File: config.mk
export PLATFORM = sky130hd
export DESIGN_NAME = tank_pump_level_controller_flat
export DESIGN_NICKNAME = d
export VERILOG_FILES = /design/src/rtl/core/tpl_pkg.sv /design/src/rtl/core/tpl_if.sv /design/src/rtl/core/tpl_div.sv /design/src/rtl/core/tank_pump_level_controller.sv /design/src/flat_wrapper.sv
export SDC_FILE = /design/constraint.sdc
export NUM_CORES = 1
export LEC_CHECK = 0
export ABC_AREA = 1
export BUFFER_PORTS_ARGS = -buffer_cell sky130_fd_sc_hd__buf_4
export CORE_ASPECT_RATIO = 1.4
export CORE_MARGIN = 5
export CORE_UTILIZATION = 63
export CTS_CLUSTER_SIZE = 25
export DETAILED_ROUTE_END_ITERATION = 12
export PLACE_DENSITY_LB_ADDON = 0.12
export SETUP_SLACK_MARGIN = 0.2
export SLEW_MARGIN = 10
export SYNTH_ARGS = -nofsm -noshare
export SYNTH_HDL_FRONTEND = slang
export SYNTH_HIERARCHICAL = 1
export SYNTH_SLANG_ARGS = --single-unit
File: constraint.sdc
create_clock -name clk -period 4.9 [get_ports clk]
set_input_delay 0.245 -clock clk [delete_from_list [all_inputs] [get_ports clk]]
set_output_delay 0.245 -clock clk [all_outputs]
set_load 0.005 [all_outputs]
File: src/rtl/core/tpl_pkg.sv
// ----------------------------------------------------------------------------
// tpl_pkg
// Shared types and constants of the tank pump level controller.
// ----------------------------------------------------------------------------
package tpl_pkg;

    // bits of the sensor reading that are used
    localparam int READING_BITS = 10;

    localparam int PCT_W      = 7;
    localparam int CM_W       = 10;
    localparam int LEVEL_W    = 10;
    localparam int CFG_IDX_W  = 2;
    localparam int CFG_DATA_W = 10;

    localparam int PCT_SCALE  = 100;
    localparam int SUM_W      = CM_W + 1;
    localparam int DIFF_W     = ((READING_BITS > SUM_W) ? READING_BITS : SUM_W) + 1;
    localparam int PROD_W     = DIFF_W + 7;
    localparam int MAG_W      =
        $clog2(((READING_BITS > SUM_W) ? (1 << READING_BITS) : (1 << SUM_W)) * PCT_SCALE);
    localparam int DIV_CNT_W  = $clog2(MAG_W + 1);

    localparam logic signed [PROD_W-1:0]  PCT_SCALE_S = PROD_W'(PCT_SCALE);
    localparam logic signed [LEVEL_W-1:0] LEVEL_MIN   = LEVEL_W'(-512);
    localparam logic signed [LEVEL_W-1:0] LEVEL_MAX   = LEVEL_W'(511);

    localparam logic [PCT_W-1:0] STOP_FILL_RESET  = PCT_W'(80);
    localparam logic [PCT_W-1:0] REFILL_RESET     = PCT_W'(20);
    localparam logic [CM_W-1:0]  SENSOR_HT_RESET  = CM_W'(20);
    localparam logic [CM_W-1:0]  WATER_DEPTH_RESET = CM_W'(200);

    typedef enum logic [CFG_IDX_W-1:0] {
        CFG_STOP_FILL     = 2'd0,
        CFG_REFILL        = 2'd1,
        CFG_SENSOR_HEIGHT = 2'd2,
        CFG_WATER_DEPTH   = 2'd3
    } cfg_idx_t;

    typedef enum logic [1:0] {
        OP_TICK    = 2'd0,
        OP_READING = 2'd1,
        OP_COMMIT  = 2'd2
    } opcode_t;

    typedef enum logic [1:0] {
        MODE_OFF       = 2'd0,
        MODE_AUTO      = 2'd1,
        MODE_FILL_AUTO = 2'd2,
        MODE_FILL_OFF  = 2'd3
    } mode_t;

    typedef struct packed {
        logic start;
        logic done;
    } div_ctl_t;

endpackage

File: src/rtl/core/tpl_if.sv
// ----------------------------------------------------------------------------
// tpl_if
// Request and result channels of the tank pump level controller.
// ----------------------------------------------------------------------------
interface tpl_in_if;
    logic                              valid;
    logic                              ready;
    logic [1:0]                        opcode;
    logic [tpl_pkg::READING_BITS-1:0]  sensor_distance_cm;
    logic [1:0]                        new_mode;

    modport source (output valid, output opcode, output sensor_distance_cm,
                    output new_mode, input ready);
    modport sink   (input valid, input opcode, input sensor_distance_cm,
                    input new_mode, output ready);
endinterface

interface tpl_out_if;
    logic                                valid;
    logic                                ready;
    logic                                pump_on;
    logic [1:0]                          mode_now;
    logic signed [tpl_pkg::LEVEL_W-1:0]  level_percent;
    logic                                level_moved;

    modport source (output valid, output pump_on, output mode_now,
                    output level_percent, output level_moved, input ready);
    modport sink   (input valid, input pump_on, input mode_now,
                    input level_percent, input level_moved, output ready);
endinterface

File: src/rtl/core/tpl_div.sv
// ----------------------------------------------------------------------------
// tpl_div
// Restoring divider, one quotient bit per cycle through a subtractor.
// ----------------------------------------------------------------------------
module tpl_div (
    input  logic                        clk,
    input  logic                        rst_n,
    input  tpl_pkg::div_ctl_t           ctl_in,
    output tpl_pkg::div_ctl_t           ctl_out,
    input  logic [tpl_pkg::MAG_W-1:0]   dividend,
    input  logic [tpl_pkg::CM_W-1:0]    divisor,
    output logic [tpl_pkg::MAG_W-1:0]   quotient
);

    logic                            busy_reg, busy_next;
    logic                            done_reg, done_next;
    logic [tpl_pkg::CM_W-1:0]        rem_reg, rem_next;
    logic [tpl_pkg::MAG_W-1:0]       quo_reg, quo_next;
    logic [tpl_pkg::DIV_CNT_W-1:0]   cnt_reg, cnt_next;

    logic [tpl_pkg::CM_W:0]          shifted;
    logic [tpl_pkg::CM_W:0]          diff;
    logic                            fits;

    always_comb
    begin
        shifted = {rem_reg, quo_reg[tpl_pkg::MAG_W-1]};
        diff    = shifted - {1'b0, divisor};
        fits    = (shifted >= {1'b0, divisor});

        busy_next = busy_reg;
        done_next = 1'b0;
        rem_next  = rem_reg;
        quo_next  = quo_reg;
        cnt_next  = cnt_reg;

        if (ctl_in.start)
        begin
            busy_next = 1'b1;
            rem_next  = '0;
            quo_next  = dividend;
            cnt_next  = '0;
        end
        else if (busy_reg)
        begin
            // remainder stays below the divisor, so it fits in CM_W bits
            rem_next = fits ? diff[tpl_pkg::CM_W-1:0] : shifted[tpl_pkg::CM_W-1:0];
            quo_next = {quo_reg[tpl_pkg::MAG_W-2:0], fits};
            cnt_next = cnt_reg + 1'b1;
            if (cnt_reg == tpl_pkg::DIV_CNT_W'(tpl_pkg::MAG_W - 1))
            begin
                busy_next = 1'b0;
                done_next = 1'b1;
            end
        end
    end

    always_ff @(posedge clk or negedge rst_n)
    begin
        if (!rst_n)
        begin
            busy_reg <= 1'b0;
            done_reg <= 1'b0;
            cnt_reg  <= '0;
        end
        else
        begin
            busy_reg <= busy_next;
            done_reg <= done_next;
            cnt_reg  <= cnt_next;
        end
    end

    always_ff @(posedge clk)
    begin
        rem_reg <= rem_next;
        quo_reg <= quo_next;
    end

    assign quotient      = quo_reg;
    assign ctl_out.start = 1'b0;
    assign ctl_out.done  = done_reg;

endmodule

File: src/rtl/core/tank_pump_level_controller.sv
// ----------------------------------------------------------------------------
// tank_pump_level_controller
// Pump mode sequencer and level tracker with an iterative level divider.
// ----------------------------------------------------------------------------
// flow: a tick or commit goes from ST_IDLE to ST_WRITE and then to the output
// register; a reading with a nonzero water depth passes through ST_MUL and ST_DIV
// first, where the one-bit-per-cycle divider divides by the water depth
// one request at a time; ST_WRITE holds while the output is stalled, and
// a finished result may wait while the next is taken
// reset: level 0, pump off, mode off, registers at their default values
module tank_pump_level_controller (
    input  logic                              clk,
    input  logic                              rst_n,
    tpl_in_if.sink                            item,
    tpl_out_if.source                         result,
    input  logic                              cfg_wr_en,
    input  logic [tpl_pkg::CFG_IDX_W-1:0]     cfg_index,
    input  logic [tpl_pkg::CFG_DATA_W-1:0]    cfg_data
);

    typedef enum logic [1:0] {
        ST_IDLE,
        ST_MUL,
        ST_DIV,
        ST_WRITE
    } state_t;

    state_t                               state_reg;
    logic [tpl_pkg::PCT_W-1:0]            stop_reg;
    logic [tpl_pkg::PCT_W-1:0]            refill_reg;
    logic [tpl_pkg::CM_W-1:0]             height_reg;
    logic [tpl_pkg::CM_W-1:0]             depth_reg;
    logic signed [tpl_pkg::LEVEL_W-1:0]   level_reg;
    logic                                 pump_reg;
    tpl_pkg::mode_t                       mode_reg;
    logic                                 moved_reg;
    logic signed [tpl_pkg::DIFF_W-1:0]    diff_reg;

    logic                                 out_valid_reg;
    logic                                 out_pump_reg;
    logic [1:0]                           out_mode_reg;
    logic signed [tpl_pkg::LEVEL_W-1:0]   out_level_reg;
    logic                                 out_moved_reg;

    tpl_pkg::div_ctl_t                    div_in;
    tpl_pkg::div_ctl_t                    div_out;
    logic [tpl_pkg::MAG_W-1:0]            quotient;

    logic                                 accept;
    logic signed [tpl_pkg::LEVEL_W:0]     lvl_x;
    logic                                 at_stop;
    logic                                 at_refill;
    logic                                 rule_pump;
    tpl_pkg::mode_t                       rule_mode;
    logic                                 commit_pump;
    tpl_pkg::mode_t                       commit_mode;
    logic [tpl_pkg::SUM_W-1:0]            sum;
    logic signed [tpl_pkg::DIFF_W-1:0]    diff_now;
    logic signed [tpl_pkg::PROD_W-1:0]    prod;
    logic [tpl_pkg::PROD_W-1:0]           prod_abs;
    logic signed [tpl_pkg::LEVEL_W-1:0]   target;
    logic                                 out_free;

    assign accept     = item.valid && item.ready;
    assign item.ready = (state_reg == ST_IDLE);
    assign out_free   = !out_valid_reg || result.ready;

    // mode rule on the level held at the start of the request
    always_comb
    begin
        lvl_x     = {level_reg[tpl_pkg::LEVEL_W-1], level_reg};
        at_stop   = (lvl_x >= $signed({4'b0, stop_reg}));
        at_refill = (lvl_x <= $signed({4'b0, refill_reg}));
        rule_pump = pump_reg;
        rule_mode = mode_reg;
        unique case (mode_reg)
            tpl_pkg::MODE_AUTO:
            begin
                if (at_stop && pump_reg)
                    rule_pump = 1'b0;
                else if (at_refill && !pump_reg)
                    rule_pump = 1'b1;
            end
            tpl_pkg::MODE_FILL_AUTO, tpl_pkg::MODE_FILL_OFF:
            begin
                if (at_stop && pump_reg)
                begin
                    rule_pump = 1'b0;
                    rule_mode = (mode_reg == tpl_pkg::MODE_FILL_AUTO) ?
                                tpl_pkg::MODE_AUTO : tpl_pkg::MODE_OFF;
                end
            end
            default:
            begin
                rule_pump = pump_reg;
            end
        endcase

        commit_mode = tpl_pkg::mode_t'(item.new_mode);
        commit_pump = rule_pump;
        unique case (commit_mode)
            tpl_pkg::MODE_OFF:  commit_pump = 1'b0;
            tpl_pkg::MODE_AUTO: commit_pump = at_refill ? 1'b1 : rule_pump;
            default:            commit_pump = !at_stop ? 1'b1 : rule_pump;
        endcase
    end

    // distance below full surface, scaled to percent
    always_comb
    begin
        sum      = {1'b0, depth_reg} + {1'b0, height_reg};
        diff_now = $signed(tpl_pkg::DIFF_W'(sum) -
                           tpl_pkg::DIFF_W'(item.sensor_distance_cm));
        prod     = tpl_pkg::PROD_W'(diff_reg) * tpl_pkg::PCT_SCALE_S;
        prod_abs = prod[tpl_pkg::PROD_W-1] ? tpl_pkg::PROD_W'(-prod) : prod;
    end

    assign div_in.start = (state_reg == ST_MUL);
    assign div_in.done  = 1'b0;

    tpl_div u_div (
        .clk      (clk),
        .rst_n    (rst_n),
        .ctl_in   (div_in),
        .ctl_out  (div_out),
        .dividend (prod_abs[tpl_pkg::MAG_W-1:0]),
        .divisor  (depth_reg),
        .quotient (quotient)
    );

    // saturate the truncated quotient to the level range
    always_comb
    begin
        if (diff_reg[tpl_pkg::DIFF_W-1])
        begin
            if (quotient > tpl_pkg::MAG_W'(512))
                target = tpl_pkg::LEVEL_MIN;
            else
                target = -$signed(quotient[tpl_pkg::LEVEL_W-1:0]);
        end
        else
        begin
            if (quotient > tpl_pkg::MAG_W'(511))
                target = tpl_pkg::LEVEL_MAX;
            else
                target = $signed(quotient[tpl_pkg::LEVEL_W-1:0]);
        end
    end

    always_ff @(posedge clk or negedge rst_n)
    begin
        if (!rst_n)
        begin
            state_reg     <= ST_IDLE;
            stop_reg      <= tpl_pkg::STOP_FILL_RESET;
            refill_reg    <= tpl_pkg::REFILL_RESET;
            height_reg    <= tpl_pkg::SENSOR_HT_RESET;
            depth_reg     <= tpl_pkg::WATER_DEPTH_RESET;
            level_reg     <= '0;
            pump_reg      <= 1'b0;
            mode_reg      <= tpl_pkg::MODE_OFF;
            moved_reg     <= 1'b0;
            diff_reg      <= '0;
            out_valid_reg <= 1'b0;
        end
        else
        begin
            if (cfg_wr_en)
            begin
                unique case (tpl_pkg::cfg_idx_t'(cfg_index))
                    tpl_pkg::CFG_STOP_FILL:     stop_reg   <= cfg_data[tpl_pkg::PCT_W-1:0];
                    tpl_pkg::CFG_REFILL:        refill_reg <= cfg_data[tpl_pkg::PCT_W-1:0];
                    tpl_pkg::CFG_SENSOR_HEIGHT: height_reg <= cfg_data[tpl_pkg::CM_W-1:0];
                    tpl_pkg::CFG_WATER_DEPTH:   depth_reg  <= cfg_data[tpl_pkg::CM_W-1:0];
                    default:                    depth_reg  <= depth_reg;
                endcase
            end

            if (state_reg == ST_WRITE && out_free)
                out_valid_reg <= 1'b1;
            else if (result.ready)
                out_valid_reg <= 1'b0;

            unique case (state_reg)
                ST_IDLE:
                begin
                    if (accept)
                    begin
                        moved_reg <= 1'b0;
                        diff_reg  <= diff_now;
                        case (item.opcode)
                            tpl_pkg::OP_READING:
                            begin
                                pump_reg <= rule_pump;
                                mode_reg <= rule_mode;
                                // zero depth leaves the level alone
                                if (depth_reg != '0)
                                    state_reg <= ST_MUL;
                                else
                                    state_reg <= ST_WRITE;
                            end
                            tpl_pkg::OP_COMMIT:
                            begin
                                pump_reg  <= commit_pump;
                                mode_reg  <= commit_mode;
                                state_reg <= ST_WRITE;
                            end
                            default:
                            begin
                                pump_reg  <= rule_pump;
                                mode_reg  <= rule_mode;
                                state_reg <= ST_WRITE;
                            end
                        endcase
                    end
                end
                ST_MUL:
                begin
                    state_reg <= ST_DIV;
                end
                ST_DIV:
                begin
                    if (div_out.done)
                    begin
                        state_reg <= ST_WRITE;
                        if (target > level_reg)
                        begin
                            level_reg <= level_reg + 1'b1;
                            moved_reg <= 1'b1;
                        end
                        else if (target < level_reg)
                        begin
                            level_reg <= level_reg - 1'b1;
                            moved_reg <= 1'b1;
                        end
                    end
                end
                ST_WRITE:
                begin
                    if (out_free)
                        state_reg <= ST_IDLE;
                end
                default:
                begin
                    state_reg <= ST_IDLE;
                end
            endcase
        end
    end

    always_ff @(posedge clk)
    begin
        if (state_reg == ST_WRITE && out_free)
        begin
            out_pump_reg  <= pump_reg;
            out_mode_reg  <= mode_reg;
            out_level_reg <= level_reg;
            out_moved_reg <= moved_reg;
        end
    end

    assign result.valid         = out_valid_reg;
    assign result.pump_on       = out_pump_reg;
    assign result.mode_now      = out_mode_reg;
    assign result.level_percent = out_level_reg;
    assign result.level_moved   = out_moved_reg;

endmodule

File: src/flat_wrapper.sv
// flat-port wrapper written by rule: the top's interface ports become plain ports
module tank_pump_level_controller_flat 
  (clk, rst_n, cfg_wr_en, cfg_index, cfg_data, item_valid, item_opcode, item_sensor_distance_cm, item_new_mode, item_ready, result_valid, result_pump_on, result_mode_now, result_level_percent, result_level_moved, result_ready);
  tpl_in_if item_i ();
  tpl_out_if result_i ();
  input  logic clk;
  input  logic rst_n;
  input  logic cfg_wr_en;
  input  logic [tpl_pkg::CFG_IDX_W-1:0] cfg_index;
  input  logic [tpl_pkg::CFG_DATA_W-1:0] cfg_data;
  input wire logic [$bits(item_i.valid)-1:0] item_valid;
  input wire logic [$bits(item_i.opcode)-1:0] item_opcode;
  input wire logic [$bits(item_i.sensor_distance_cm)-1:0] item_sensor_distance_cm;
  input wire logic [$bits(item_i.new_mode)-1:0] item_new_mode;
  output wire logic [$bits(item_i.ready)-1:0] item_ready;
  output wire logic [$bits(result_i.valid)-1:0] result_valid;
  output wire logic [$bits(result_i.pump_on)-1:0] result_pump_on;
  output wire logic [$bits(result_i.mode_now)-1:0] result_mode_now;
  output wire logic [$bits(result_i.level_percent)-1:0] result_level_percent;
  output wire logic [$bits(result_i.level_moved)-1:0] result_level_moved;
  input wire logic [$bits(result_i.ready)-1:0] result_ready;
  assign item_i.valid = item_valid;
  assign item_i.opcode = item_opcode;
  assign item_i.sensor_distance_cm = item_sensor_distance_cm;
  assign item_i.new_mode = item_new_mode;
  assign item_ready = item_i.ready;
  assign result_valid = result_i.valid;
  assign result_pump_on = result_i.pump_on;
  assign result_mode_now = result_i.mode_now;
  assign result_level_percent = result_i.level_percent;
  assign result_level_moved = result_i.level_moved;
  assign result_i.ready = result_ready;
  tank_pump_level_controller u_core (.clk(clk), .rst_n(rst_n), .item(item_i), .result(result_i), .cfg_wr_en(cfg_wr_en), .cfg_index(cfg_index), .cfg_data(cfg_data));
endmodule
Word level (Yosys, flattened, before mapping). Index checks and enable logic that the tools add are counted.

Add/subtract/negate cells: 8. Multiply operators: 1. Order comparisons: 7. Eq/ne operators: 17. Muxes and demuxes: 42. Reduce and logical (&&, ||, !) cells: 27.

Operators by type and width (count): $mux W10 (6); $mux W18 (3); $mux W1 (19); $gt A18 B10 Y1 const B (1); $gt A18 B9 Y1 const B (1); $neg A18 Y18 (1); $mul A12 B6 Y17 const B (1); $mux W2 (8); $eq A2 B2 Y1 const B (7); $reduce_bool A2 Y1 (6); $sub A11 B10 Y12 (1); $add A10 B10 Y11 (1); $ge A11 B10 Y1 (1); $add A10 B1 Y10 const B (1); $eq A2 B1 Y1 const B (5); $ge A10 B8 Y1 (1); $gt A10 B10 Y1 (1); $le A10 B8 Y1 (1); $lt A10 B10 Y1 (1); $mux W5 (2); $neg A10 Y10 (1); $reduce_and A2 Y1 (5); $reduce_bool A10 Y1 (1); $sub A10 B1 Y10 const B (1); other kinds (15) (26).

Flip-flop bits (word level): 112. Output and inout bits: 16.

Logic depth before layout (Yosys ltp).
Depth in word-level cells: 8. Gate-level depth with buffers: 26. Mapped depth without buffers: 26.

Cells and area by module. Netlist, hierarchy kept.

By module, submodules not included: tank_pump_level_controller (times used 1, cells an instance 856, area an instance 6701.4 µm², sequential area each 2008.2 µm²); tpl_div (times used 1, cells an instance 294, area an instance 2217.1 µm², sequential area each 915.9 µm²).

Worst setup path before layout. OpenSTA, ideal clock, no wires.

Path type: flip-flop to flip-flop. Start point: reg u_core.u_div.quo_reg, in the netlist u_core/u_div/quotient[0]. End point: reg u_core/level_reg[6] in the netlist's numbering. Data arrival time: 3.649 ns. Data required time: 4.767 ns. Slack: 1.119 ns. Cell stages (with the launch flop): 26. Path buffers: 0. Path through: edfxtp_1 > inv_1 > ha_1 > nand2_1 > nor3_1 > nand2_1 > nor2_1 > a21oi_1 > inv_1 > nand2_1 > o21ai_0 > ha_1 > a21oi_1 > o21a_1 > nand3_2 > xor2_4 > nand2_4 > inv_1 > fa_1 > o21ai_0 > a21oi_1 > nor2_1 > nor2_1 > xnor2_1 > nand2_1 > o21ai_0.

Longest elaborated chain between the ends: 6. Elaborated cells on any way between the ends: 11.

Ends and longest elaborated chain: start, declared (line tpl_div.sv:18) `logic [tpl_pkg::MAG_W-1:0] quo_reg, quo_next;`; start signal, assigned (line tpl_div.sv:77) `quo_reg <= quo_next;`; $gt A18 B9 Y1, or another cell as far along (line tank_pump_level_controller.sv:143) `if (quotient > tpl_pkg::MAG_W'(511))`; $mux W10 (on tied branches) (line tank_pump_level_controller.sv:143, tank_pump_level_controller.sv:136); $mux W10 (*) (line tank_pump_level_controller.sv:134) `if (diff_reg[tpl_pkg::DIFF_W-1])`; $lt A10 B10 Y1 / $gt A10 B10 Y1 (equally long branches) (line tank_pump_level_controller.sv:231, tank_pump_level_controller.sv:226); $reduce_bool A2 Y1 (no source line); $reduce_and A3 Y1 (no source line); end signal, assigned (line tank_pump_level_controller.sv:228) `level_reg <= level_reg + 1'b1;`; end signal, assigned (line tank_pump_level_controller.sv:233) `level_reg <= level_reg - 1'b1;`; end, declared (line tank_pump_level_controller.sv:33) `logic signed [tpl_pkg::LEVEL_W-1:0] level_reg;`.

Every way passes the cells marked *; elsewhere a longest branch is shown, timed or not. A chain may end at the register's enable or synchronous reset.

Worst setup path in the final report.
Start point: reg u_core.u_div.quo_reg, in the netlist u_core/u_div/quotient[0]. End point: reg u_core/level_reg[9] in the netlist's numbering.

The elaborated chain is that of the path after synthesis.

==> results.cfg <==
[timing]
setup-tns-final_ns = 0
max_clock_freq_mhz = 233
tightestPinTransition_ns = 0.926
setup_violations = 0
min_cycle_time_layout_ns = 4.29
fin_skew_ns = 0.0118
hold_viol_final = 0
period_share_pct = 87.5
relSlewSlack_pct = 38.2
slew_violations = 0
grt_setup_unrepaired = no

[floorplan]
design.core.area_um2 = 13900
initial_utilization_pct = 64.0
overall_die_width_um = 110
num_io_pins = 47
core.rowCount = 51
fp.dieArea_um2 = 16700
floorplan.die.height_um = 151

[min_path]
hold_crit_class = primary input to asynchronous set/reset pin

[detailed_routing]
drcViolationCount = 0
detailedRoute.firstPassIterationCount = 5
drtAntennaViolNets = 0
route.detailed.wl_per_inst_um = 14.6
via_count = 7386
via_per_inst = 5.35
totalWireLength_um = 20100
drt-initial-drc-count = 329

[global_route]
grt_first_pass_wirelength_um = 33500
globalRouteOverflowTotal = 0
antenna_found_initial = 0
gr-usage-all-layers_pct = 25.1
grt_start_max_net_pins = 71
grt_pass1_vias = 7280

[final_layout]
area_growth_syn_to_layout_pct = 9.12
final_nets = 1340
number_of_flip_flops_in_the_largest_register = 18
proportion_of_layout_cells_with_a_drive_suffix_above_1_pct = 10.1
num_antenna_cells = 0

[clock_network]
clk_transition_reported_paths_ns = 0.08
h-tree-depth = 3
tritoncts.num_buffers = 9
cts.sink_count = 112
cts-root-buf = sky130_fd_sc_hd__clkbuf_16
max-clock-path-buffers = 2
post-cts-setup-buffer-count = 0
postCtsHoldBufs = 0
tritoncts = yes
clk-insertion-delay-late_ns = 0.36

[critical_path]
critical_path_arrival_ns = 4.54
timing.critical_path.to_type = flip-flop
required_ns = 5.15
crit_path_max_fanout = 11
worst_setup_start_kind = flip-flop
setup.worst_path.class = flip-flop to flip-flop

[run_status]
run_status = finished clean

[place]
finalWeightedCongestion = 0.946
numPortBuffers = 46
place.detailed.hpwl_um = 15800

[synthesis]
post_synth_instance_area_um2 = 8910
yosys_warnings = 6
postSynthCellCount = 1148
avgSynthCellArea_um2 = 7.76

[flow_run]
drv.max_cap_violation_count = 0
-- layout make-up --
cell class | count | area, µm²
fill | 1205 | 4190
clock buffer | 11 | 254
timing repair buffer | 48 | 360
tap | 185 | 231
clock inverter | 5 | 53.8
sequential | 112 | 2920
inverter | 235 | 885
multi-input combinational | 784 | 5010
-- through the flow --
step	hold WS (ns)	worst slack, ns	util [%]	instances	area [µm²]
after floorplan	-0.0506	1.12	-	1149	8910
after global placement	0.435	0.753	67.5	1364	9390
after detailed placement	0.440	0.595	67.5	1364	9390
after CTS	0.0599	0.571	69.7	1380	9700
after global routing	0.101	0.207	69.9	1380	9720
final	0.00199	0.613	69.9	1380	9720
-- metal layers --
layer | wire [µm] | share of wire [%] | GRT usage, %
met2 | 10700 | 53 | 47.8
met1 | 7940 | 39 | 27.1
met3 | 691 | 3.4 | 3.54
met4 | 839 | 4.2 | 12.2
met5 | 0 | 0 | 0
-- worst paths after layout --
kind                       slack (ns)                         to                startpoint  depth (start not counted)
max in group asynchronous        4.27        u_core/level_reg[0]                     rst_n                          1
min in group clk                 0.13        u_core/depth_reg[7]               cfg_data[7]                          3
setup / recovery                 0.61        u_core/level_reg[9]  u_core/u_div/quotient[0]                         25
hold reg to reg                  0.46  u_core/result.level_moved          u_core/moved_reg                          0
setup reg to reg                 0.61        u_core/level_reg[9]  u_core/u_div/quotient[0]                         25
hold / removal                  0.002        u_core/level_reg[7]                     rst_n                          1
-- timing repair --
action | in CTS | in global routing
gates resized for setup | 0 | 7
setup endpoints to repair | 0 | 4
hold endpoints to repair | 0 | 0
-- worst max-delay path, stage by stage, from the launching register on --
cell and delay [ns]:
sky130_fd_sc_hd__edfxtp_1 0.43, sky130_fd_sc_hd__inv_1 0.08, sky130_fd_sc_hd__ha_1 0.18, sky130_fd_sc_hd__nand2_1 0.09, sky130_fd_sc_hd__nor3_2 0.14, sky130_fd_sc_hd__nand2_1 0.09, sky130_fd_sc_hd__nor2_1 0.16, sky130_fd_sc_hd__a21oi_1 0.09
sky130_fd_sc_hd__inv_1 0.16, sky130_fd_sc_hd__nand2_1 0.13, sky130_fd_sc_hd__o21ai_0 0.20, sky130_fd_sc_hd__ha_1 0.29, sky130_fd_sc_hd__a21oi_1 0.15, sky130_fd_sc_hd__o21ai_0 0.10, sky130_fd_sc_hd__nand2_1 0.08, sky130_fd_sc_hd__nand3_2 0.11
sky130_fd_sc_hd__xor2_4 0.23, sky130_fd_sc_hd__nand2_4 0.15, sky130_fd_sc_hd__ha_1 0.37, sky130_fd_sc_hd__a21oi_1 0.21, sky130_fd_sc_hd__o21ai_1 0.11, sky130_fd_sc_hd__nand2_1 0.07, sky130_fd_sc_hd__o2111ai_1 0.15, sky130_fd_sc_hd__or2_4 0.29
sky130_fd_sc_hd__nand4_1 0.07, sky130_fd_sc_hd__nand2_1 0.05
-- cells in the final DEF, fill, tap and decap left out, drive strengths merged, types with 2 or more instances in the layout --
cell       n
inv      237
o31ai      2
o211ai     5
fa        22
nand3     60
nand2    289
nor4       4
dfstp      9
a21o       2
o21ai     94
buf       48
xnor2     17
dfxtp     10
ha        97
nand4     10
o21bai     5
nor3      18
a31oi      8
a21oi     46
edfxtp    32
dfrtp     61
nand3b     8
clkinv     3
xor2      23
nor2      62
o2111ai    2
conb       2
clkbuf    11
or2        4
Power is not shown: default switching activity piles up to over one toggle a cycle in this logic, so the estimate is an artifact.
